===== src/sv/rpn_pkg.sv =====
// Shared types, codes and helpers for the postfix expression evaluator.
// Used by rpn_alu, postfix_expression_evaluator_unit and its testbench; depends on nothing.
`default_nettype none

package rpn_pkg;

  localparam int DATA_W          = 32;
  localparam int ITER_W          = 5;   // counts the 32 steps of multiply and divide
  localparam int IN_TDATA_W      = 40;  // op (3) + value (32), padded to whole bytes
  localparam int OUT_TDATA_W     = 32;
  localparam int STATUS_W        = 2;
  localparam int STACK_DEPTH_DEF = 32;

  typedef enum logic [2:0] {
    OP_PUSH = 3'd0,
    OP_MUL  = 3'd1,
    OP_DIV  = 3'd2,
    OP_ADD  = 3'd3,
    OP_SUB  = 3'd4
  } op_t;

  typedef enum logic [1:0] {
    ERR_NONE      = 2'd0,
    ERR_OVERFLOW  = 2'd1,
    ERR_UNDERFLOW = 2'd2,
    ERR_DIVZERO   = 2'd3
  } err_t;

  typedef enum logic [2:0] {
    S_IDLE,
    S_POP_R,
    S_POP_L,
    S_EXEC,
    S_WAIT,
    S_FIN_POP,
    S_FIN_OUT
  } state_t;

  typedef struct packed {
    logic start;
    op_t  op;
  } alu_req_t;

  typedef struct packed {
    logic done;
    logic div0;
  } alu_rsp_t;

  // The first error of an expression is kept; later ones are ignored.
  function automatic err_t note_err(err_t cur, err_t code);
    note_err = (cur == ERR_NONE) ? code : cur;
  endfunction

endpackage

`default_nettype wire


===== src/sv/postfix_expression_evaluator_unit.sv =====
// Top level of the postfix expression evaluator: token sequencer, operand
// stack memory and output register. Depends on rpn_pkg and rpn_alu.
//
//  channel | direction | tdata                        | tuser       | tlast
//  in_     | slave     | [2:0] op, [34:3] value       | -           | last
//  out_    | master    | [31:0] result                | [1:0] status| -
//
// A push is taken in S_IDLE and the block stays ready for the next token.
// An operator passes through acceptance, the two pops and the unit start,
// then waits on the unit in S_WAIT: add, subtract and divide by zero raise
// done from the start itself, multiply and divide after 32 steps of one bit.
// A last word adds the final pop and output, plus any wait on out_tready.
// Reset clears the stack count, error and output valid, not the stack memory.
`default_nettype none

module postfix_expression_evaluator_unit
  import rpn_pkg::*;
#(
  parameter int STACK_DEPTH = STACK_DEPTH_DEF
)(
  input  wire logic                   clk,
  input  wire logic                   rst_n,
  input  wire logic                   in_tvalid,
  output logic                        in_tready,
  input  wire logic [IN_TDATA_W-1:0]  in_tdata,   // [2:0] op, [34:3] value, rest zero
  input  wire logic                   in_tlast,
  output logic                        out_tvalid,
  input  wire logic                   out_tready,
  output logic      [OUT_TDATA_W-1:0] out_tdata,  // [31:0] result
  output logic      [STATUS_W-1:0]    out_tuser   // [1:0] status
);

  localparam int AW = $clog2(STACK_DEPTH);
  localparam int CW = $clog2(STACK_DEPTH + 1);

  state_t state_r, state_nxt;

  logic [CW-1:0]     cnt_r, cnt_nxt;
  err_t              err_r, err_nxt;
  logic              popz_r, popz_nxt;     // last pop found the stack empty
  op_t               op_r, op_nxt;
  logic              last_r, last_nxt;
  logic [DATA_W-1:0] right_r, right_nxt;
  logic              out_valid_r, out_valid_nxt;
  logic [DATA_W-1:0] out_data_r, out_data_nxt;
  err_t              out_status_r, out_status_nxt;

  logic [DATA_W-1:0] stack_mem [STACK_DEPTH];
  logic [DATA_W-1:0] rd_data_r;
  logic              rd_en, wr_en;
  logic [AW-1:0]     rd_addr, wr_addr;
  logic [DATA_W-1:0] wr_data;

  logic              accept, emit, pop_go, push_go;
  logic [DATA_W-1:0] push_data, popped;
  logic [CW-1:0]     cnt_dec;
  logic [2:0]        in_op;
  logic [DATA_W-1:0] in_value;

  alu_req_t          alu_req;
  alu_rsp_t          alu_rsp;
  logic [DATA_W-1:0] alu_a, alu_result;

  assign in_op    = in_tdata[2:0];
  assign in_value = in_tdata[DATA_W+2:3];
  assign accept   = in_tvalid && in_tready;
  assign in_tready = (state_r == S_IDLE);
  assign popped   = popz_r ? '0 : rd_data_r;
  assign cnt_dec  = cnt_r - CW'(1);
  assign emit     = (state_r == S_FIN_OUT) && (!out_valid_r || out_tready);

  rpn_alu u_alu (
    .clk    (clk),
    .rst_n  (rst_n),
    .req    (alu_req),
    .a      (alu_a),
    .b      (right_r),
    .rsp    (alu_rsp),
    .result (alu_result)
  );

  // Next state.
  always_comb begin
    state_nxt = state_r;
    unique case (state_r)
      S_IDLE: begin
        if (accept) begin
          if (in_op == OP_MUL || in_op == OP_DIV || in_op == OP_ADD || in_op == OP_SUB)
            state_nxt = S_POP_R;
          else if (in_tlast)
            state_nxt = S_FIN_POP;
        end
      end
      S_POP_R:   state_nxt = S_POP_L;
      S_POP_L:   state_nxt = S_EXEC;
      S_EXEC:    state_nxt = S_WAIT;
      S_WAIT: begin
        if (alu_rsp.done) state_nxt = last_r ? S_FIN_POP : S_IDLE;
      end
      S_FIN_POP: state_nxt = S_FIN_OUT;
      S_FIN_OUT: begin
        if (emit) state_nxt = S_IDLE;
      end
      default:   state_nxt = S_IDLE;
    endcase
  end

  // Datapath and stack control.
  always_comb begin
    cnt_nxt        = cnt_r;
    err_nxt        = err_r;
    popz_nxt       = popz_r;
    op_nxt         = op_r;
    last_nxt       = last_r;
    right_nxt      = right_r;
    out_data_nxt   = out_data_r;
    out_status_nxt = out_status_r;
    out_valid_nxt  = out_valid_r && !out_tready;
    pop_go         = 1'b0;
    push_go        = 1'b0;
    push_data      = in_value;
    alu_req.start  = 1'b0;
    alu_req.op     = op_r;
    alu_a          = popped;
    rd_en          = 1'b0;
    rd_addr        = cnt_dec[AW-1:0];
    wr_en          = 1'b0;
    wr_addr        = cnt_r[AW-1:0];
    wr_data        = push_data;

    unique case (state_r)
      S_IDLE: begin
        if (accept) begin
          last_nxt = in_tlast;
          op_nxt   = op_t'(in_op);
          push_go  = (in_op == OP_PUSH);
        end
      end
      S_POP_R: pop_go = 1'b1;
      S_POP_L: begin
        right_nxt = popped;
        pop_go    = 1'b1;
      end
      S_EXEC: alu_req.start = 1'b1;
      S_WAIT: begin
        if (alu_rsp.done) begin
          if (alu_rsp.div0) err_nxt = note_err(err_nxt, ERR_DIVZERO);
          push_go   = 1'b1;
          push_data = alu_result;
        end
      end
      S_FIN_POP: pop_go = 1'b1;
      S_FIN_OUT: begin
        if (emit) begin
          out_valid_nxt  = 1'b1;
          out_data_nxt   = popped;
          out_status_nxt = err_r;
          cnt_nxt        = '0;
          err_nxt        = ERR_NONE;
        end
      end
      default: ;
    endcase

    if (pop_go) begin
      if (cnt_r == '0) begin
        popz_nxt = 1'b1;
        err_nxt  = note_err(err_nxt, ERR_UNDERFLOW);
      end else begin
        popz_nxt = 1'b0;
        cnt_nxt  = cnt_dec;
        rd_en    = 1'b1;
      end
    end

    if (push_go) begin
      if (cnt_r >= CW'(STACK_DEPTH)) begin
        err_nxt = note_err(err_nxt, ERR_OVERFLOW);
      end else begin
        wr_en   = 1'b1;
        wr_data = push_data;
        cnt_nxt = cnt_r + CW'(1);
      end
    end
  end

  always_ff @(posedge clk) begin
    if (!rst_n) begin
      state_r     <= S_IDLE;
      cnt_r       <= '0;
      err_r       <= ERR_NONE;
      out_valid_r <= 1'b0;
    end else begin
      state_r     <= state_nxt;
      cnt_r       <= cnt_nxt;
      err_r       <= err_nxt;
      out_valid_r <= out_valid_nxt;
    end
  end

  always_ff @(posedge clk) begin
    popz_r       <= popz_nxt;
    op_r         <= op_nxt;
    last_r       <= last_nxt;
    right_r      <= right_nxt;
    out_data_r   <= out_data_nxt;
    out_status_r <= out_status_nxt;
  end

  always_ff @(posedge clk) begin
    if (wr_en) stack_mem[wr_addr] <= wr_data;
  end

  always_ff @(posedge clk) begin
    if (rd_en) rd_data_r <= stack_mem[rd_addr];
  end

  assign out_tvalid = out_valid_r;
  assign out_tdata  = out_data_r;
  assign out_tuser  = out_status_r;

  a_cnt_bound: assert property (@(posedge clk) disable iff (!rst_n)
    cnt_r <= CW'(STACK_DEPTH))
    else $error("stack count beyond depth");

  a_emit_only_final: assert property (@(posedge clk) disable iff (!rst_n)
    (out_valid_r && !$past(out_valid_r)) |-> $past(state_r) == S_FIN_OUT)
    else $error("result word raised outside the final state");

  a_alu_done_in_wait: assert property (@(posedge clk) disable iff (!rst_n)
    alu_rsp.done |-> state_r == S_WAIT)
    else $error("arithmetic unit finished while not awaited");

  a_first_err_kept: assert property (@(posedge clk) disable iff (!rst_n)
    (err_r != ERR_NONE && !emit) |=> $stable(err_r))
    else $error("recorded error replaced");

  a_busy_not_ready: assert property (@(posedge clk) disable iff (!rst_n)
    (accept && (in_op == OP_MUL || in_op == OP_DIV || in_op == OP_ADD || in_op == OP_SUB))
      |=> !in_tready)
    else $error("ready while an operator is in work");

endmodule

`default_nettype wire


===== src/sv/rpn_alu.sv =====
// Shared arithmetic unit: add and subtract, bit-serial multiply
// and restoring divide. Depends on rpn_pkg.
`default_nettype none

module rpn_alu
  import rpn_pkg::*;
(
  input  wire logic              clk,
  input  wire logic              rst_n,
  input  wire alu_req_t          req,
  input  wire logic [DATA_W-1:0] a,
  input  wire logic [DATA_W-1:0] b,
  output alu_rsp_t               rsp,
  output logic      [DATA_W-1:0] result
);

  logic              busy_r, busy_nxt;
  logic              done_r, done_nxt;
  logic              div0_r, div0_nxt;
  logic [ITER_W-1:0] iter_r, iter_nxt;
  op_t               op_r, op_nxt;
  logic              neg_r, neg_nxt;
  logic [DATA_W-1:0] acc_r, acc_nxt;   // product sum, or dividend turning into quotient
  logic [DATA_W-1:0] ma_r, ma_nxt;     // shifted multiplicand
  logic [DATA_W-1:0] mb_r, mb_nxt;     // multiplier bits, or divisor magnitude
  logic [DATA_W-1:0] rem_r, rem_nxt;

  logic [DATA_W-1:0] a_mag, b_mag, rem_sh;
  logic [DATA_W:0]   trial;

  assign a_mag  = a[DATA_W-1] ? (~a + DATA_W'(1)) : a;
  assign b_mag  = b[DATA_W-1] ? (~b + DATA_W'(1)) : b;
  // The remainder stays below the divisor, at most 2^31, so its top bit is zero.
  assign rem_sh = {rem_r[DATA_W-2:0], acc_r[DATA_W-1]};
  assign trial  = {1'b0, rem_sh} - {1'b0, mb_r};

  always_comb begin
    busy_nxt = busy_r;
    done_nxt = 1'b0;
    div0_nxt = 1'b0;
    iter_nxt = iter_r;
    op_nxt   = op_r;
    neg_nxt  = neg_r;
    acc_nxt  = acc_r;
    ma_nxt   = ma_r;
    mb_nxt   = mb_r;
    rem_nxt  = rem_r;
    if (req.start) begin
      op_nxt   = req.op;
      neg_nxt  = 1'b0;
      iter_nxt = '0;
      unique case (req.op)
        OP_MUL: begin
          acc_nxt  = '0;
          ma_nxt   = a;
          mb_nxt   = b;
          busy_nxt = 1'b1;
        end
        OP_DIV: begin
          if (b == '0) begin
            acc_nxt  = '0;
            div0_nxt = 1'b1;
            done_nxt = 1'b1;
          end else begin
            acc_nxt  = a_mag;
            mb_nxt   = b_mag;
            rem_nxt  = '0;
            neg_nxt  = a[DATA_W-1] ^ b[DATA_W-1];
            busy_nxt = 1'b1;
          end
        end
        OP_ADD: begin
          acc_nxt  = a + b;
          done_nxt = 1'b1;
        end
        OP_SUB: begin
          acc_nxt  = a - b;
          done_nxt = 1'b1;
        end
        default: begin
          acc_nxt  = '0;
          done_nxt = 1'b1;
        end
      endcase
    end else if (busy_r) begin
      if (op_r == OP_MUL) begin
        if (mb_r[0]) acc_nxt = acc_r + ma_r;
        ma_nxt = {ma_r[DATA_W-2:0], 1'b0};
        mb_nxt = {1'b0, mb_r[DATA_W-1:1]};
      end else begin
        if (!trial[DATA_W]) begin
          rem_nxt = trial[DATA_W-1:0];
          acc_nxt = {acc_r[DATA_W-2:0], 1'b1};
        end else begin
          rem_nxt = rem_sh;
          acc_nxt = {acc_r[DATA_W-2:0], 1'b0};
        end
      end
      iter_nxt = iter_r + ITER_W'(1);
      if (iter_r == '1) begin
        busy_nxt = 1'b0;
        done_nxt = 1'b1;
      end
    end
  end

  always_ff @(posedge clk) begin
    if (!rst_n) begin
      busy_r <= 1'b0;
      done_r <= 1'b0;
      div0_r <= 1'b0;
      iter_r <= '0;
    end else begin
      busy_r <= busy_nxt;
      done_r <= done_nxt;
      div0_r <= div0_nxt;
      iter_r <= iter_nxt;
    end
  end

  always_ff @(posedge clk) begin
    op_r  <= op_nxt;
    neg_r <= neg_nxt;
    acc_r <= acc_nxt;
    ma_r  <= ma_nxt;
    mb_r  <= mb_nxt;
    rem_r <= rem_nxt;
  end

  assign rsp.done = done_r;
  assign rsp.div0 = div0_r;
  // Divide works on magnitudes; the sign goes back on here. The most negative
  // quotient magnitude wraps to itself, as two's complement does.
  assign result   = neg_r ? (~acc_r + DATA_W'(1)) : acc_r;

endmodule

`default_nettype wire


===== config.mk =====
export PLATFORM = sky130hd
export DESIGN_NAME = postfix_expression_evaluator_unit
export DESIGN_NICKNAME = d
export VERILOG_FILES = /design/src/sv/rpn_pkg.sv /design/src/sv/postfix_expression_evaluator_unit.sv /design/src/sv/rpn_alu.sv
export SDC_FILE = /design/constraint.sdc
export NUM_CORES = 2
export LEC_CHECK = 0
export BUFFER_PORTS_ARGS = -buffer_cell sky130_fd_sc_hd__buf_2
export CAP_MARGIN = 10
export CORE_MARGIN = 1.5
export CORE_UTILIZATION = 51
export CTS_BUF_LIST = sky130_fd_sc_hd__clkbuf_8
export DETAILED_ROUTE_END_ITERATION = 10
export PLACE_DENSITY = 0.74
export SYNTH_ARGS = -nofsm -noshare
export SYNTH_HDL_FRONTEND = slang
export SYNTH_SLANG_ARGS = --single-unit
export TNS_END_PERCENT = 10

===== constraint.sdc =====
create_clock -name clk -period 10.9 [get_ports clk]
set_input_delay 1.09 -clock clk [delete_from_list [all_inputs] [get_ports clk]]
set_output_delay 1.09 -clock clk [all_outputs]
set_load 0.02 [all_outputs]

==> results.yml <==
drt:
  antenna_left: 0
  firstDrtPassIters: 6
  via_count: 32100
  viasPerCell: 6.07
  drc: 0
  wl_per_cell_microns: 25.8
  drt_iter0_markers: 4072
  routed_wl_mm: 136
global_route:
  grt_pass1_wl_mm: 201
  antenna_found_initial: 5
  grt_pass1_vias: 31800
  grt_max_degree: 146
  gr-usage-all-layers: 0.243
  grt_overflow: 0
cts:
  numCtsBuffers: 197
  cts_buffer_depth: 3
  htreeDepth: 4
  post_cts_buffers: 0
  clkLatencyLatePin_ns: 0.89
  cts_hold_buf: 0
  cts_sinks: 1278
  postCtsResizedCells: 0
  cts-root-buf: "clkbuf_8"
  cts_tree: "built"
  clk_pin_slew_ns: 0.06
cells_and_area:
  nNetsFinal: 3801
  area_growth_syn_to_layout_pct: 11.6
  drive_above_1_share: 0.221
  fin_util: 0.577
sta:
  final.setup.tns_ns: 0
  grt_setup_unrepaired: "false"
  worst_pin_slew_ns: 1.29
  skew_ns: 0.0598
  fmax_mhz: 184
  drv_slew: 0
  min_period_ns: 5.43
  max-slew-margin-rel: 0.139
  period_share: 0.498
  setup_viol: 0
  hold_viol_final: 0
power:
  p_per_area_nw_per_um2: 250
  p_clk_frac: 0.236
  p_seq_frac: 0.381
  vdd_drop_max_v: 0.000329
  p_comb_frac: 0.383
  p_leak_nw: 21.0
  p_sw_frac: 0.345
  switchingPower_w: 0.00543
  intPower_w: 0.0103
synthesis:
  avgSynthCellArea_sq_um: 16.4
  async_flop_share: 0
  syn-cell-area_sq_um: 56500
  synth-main-ff-cell: "edfxtp_1"
  synth_edf_count: 1258
  ys_ff_latch: 1278
  synth_cell_types: 73
  ys_seq_area_frac: 0.675
  yosys_warnings: 0
  synth_nets: 3589
  syn_inst: 3436
floorplanning:
  die_h_microns: 336
  coreArea_sq_um: 109000
  die_w_microns: 336
  pin_count: 81
  rows: 121
  initial_core_util: 0.517
  dieArea_sq_um: 113000
critical_path:
  critPathBufInv: 1
  arrival_ns: 6.01
  worstRegToRegCells: 16
  r2r_end: "u_alu.acc_r[28]"
  cp-start-kind: "flop"
  cp_num_cells: 16
  required_ns: 11.48
  critical_path_class: "reg2reg"
  cp_common_cell: "o21ai_0"
  crit_family: "compound AO/OA/AOI/OAI gates"
  end_kind: "flop"
  cp_max_fo: 7
  slowest_stage: "or4b_2"
  cp_slowest_stage_delay_ns: 0.69
  crit_chain: "inv_1, ha_1, or4b_2, or3_1, nand2_1, xor2_1, ha_1, nand2_1, or4_1, o21ai_0, a41oi_1, o21ai_0, a31oi_1, xnor2_1, a221oi_1, o21ai_0"
  r2r_slack_ns: 5.47
  crit_start: "right_r[0]"
  rr_startpoint: "right_r[0]"
job:
  cap_violations: 0
placed_design:
  place.gp.congestion: 0.893
  io_buffers: 75
  dp_hpwl_mm: 79.9
run_status:
  status: "finished clean"
worst_hold_path:
  holdPathEnd: "last_r"
  hold_path_startpoint: "in_tlast"
  hold_depth: 1
  hold_path.class: "in2reg"
through the flow:
step	instances	setup slack (ns)	total power, W	cell area (sq um)	hold WS, ns
finish	5290	5.47	0.0157	63100	0.431
global route	5288	5.31	0.0164	63000	0.405
CTS	5272	5.53	0.0158	62800	0.384
detailed placement	4911	5.57	0.0120	59200	0.447
global placement	4911	5.61	0.0120	59200	0.445
floorplan	3436	6.06	0.0102	56500	0.426
cell usage after synthesis, drive strengths merged (38+ instances only):
cell | n | area, sq um
edfxtp | 1258 | 37800
mux4 | 320 | 7210
nor2 | 248 | 931
nand2 | 241 | 905
a21oi | 151 | 756
o21ai | 135 | 676
clkbuf | 126 | 473
ha | 105 | 1310
xnor2 | 97 | 850
xor2 | 95 | 832
inv | 83 | 312
a21o | 48 | 360
nor2b | 38 | 238
nor3 | 38 | 190
area by class of cell:
class                           instances  area, sq um
Antenna cell                            4         10.0
Clock buffer                          200         2750
Clock inverter                        161          880
Fill cell                            8240        46300
Inverter                               83          312
Multi-Input combinational cell       1928        17900
Sequential cell                      1278        38200
Tap cell                             1476         1850
Timing Repair Buffer                  160         1140
worst register-to-register path, cell delays in order, from the launching register on:
cell	delay (ns)
edfxtp_1	0.48
inv_1	0.10
ha_1	0.21
or4b_2	0.69
or3_1	0.43
nand2_1	0.09
xor2_1	0.07
ha_1	0.41
nand2_1	0.10
or4_1	0.52
o21ai_0	0.43
a41oi_1	0.31
o21ai_0	0.47
a31oi_1	0.18
xnor2_1	0.19
a221oi_1	0.30
o21ai_0	0.16
routing by layer:
metal,routed length [microns],track usage,vias to the layer above
met2,65700,0.394,1609
met4,3560,0.0777,0
met3,12600,0.0468,259
met1,54400,0.335,16100
li1,-,-,14100
met5,0,0,-
layout by cell type, fill, tap and decap left out, types with 11 or more instances in the layout:
cell         n
edfxtp_1  1258
mux4_2     320
nand2_1    241
nor2_1     215
clkbuf_8   200
inv_1      145
o21ai_0    131
a21oi_1    124
ha_1       104
xnor2_1     95
xor2_1      94
buf_2       75
buf_4       69
clkinv_1    61
a21o_1      48
nor3_1      38
nor2b_1     36
nand2b_1    34
nand3_1     34
mux2_2      34
nor2_4      33
o31ai_1     31
a21oi_2     24
clkinv_2    20
mux2i_1     19
dfxtp_1     19
or3_1       17
a22oi_1     17
a211oi_1    15
o21a_1      15
o22ai_1     15
buf_8       14
o21bai_1    12
a31oi_1     11
worst max-delay path by stage:
| stage | to | slack (ns) |
|---|---|---|
| 5_1_grt | u_alu.acc_r[28] | 5.31 |
| 2_1_floorplan | stack_mem[0][29] | 6.06 |
| 4_1_cts | u_alu.acc_r[28] | 5.53 |
| 3_5_place_dp | u_alu.acc_r[28] | 5.57 |
| 3_3_place_gp | u_alu.acc_r[28] | 5.61 |
| 6_report | u_alu.acc_r[28] | 5.47 |
state kept, by name (all words and copies together), names as in the netlist, 3 cells and up:
name          cells
cnt_r             6
op_r              3
out_tdata        32
rd_data_r        32
right_r          32
stack_mem      1024
state_r           3
u_alu.acc_r      32
u_alu.iter_r      5
u_alu.ma_r       32
u_alu.mb_r       32
u_alu.op_r        3
u_alu.rem_r      31
power by group through the flow:
stage,sequential [W],combinational [W],clock [W]
6_report,0.00600,0.00603,0.00371
5_1_grt,0.00601,0.00638,0.00401
4_1_cts,0.00599,0.00599,0.00378
3_5_place_dp,0.00609,0.00595,0
3_3_place_gp,0.00609,0.00589,0
2_1_floorplan,0.00597,0.00427,0
cell families (layout without fill, tap and decap cells):
logic type	after synthesis	count (layout)	share of synthesized area
xor gates and xnor gates	192	192	0.0298
muxes	373	373	0.138
adders and majority gates	108	108	0.0243
AOI/OAI and AO/OA	523	523	0.0582
and+or+nand+nor	732	732	0.0593
buffers and inverters	230	604	0.0153
DFF	1278	1278	0.675
other	0	4	0
No activity file was read; power rests on OpenSTA's default activity.
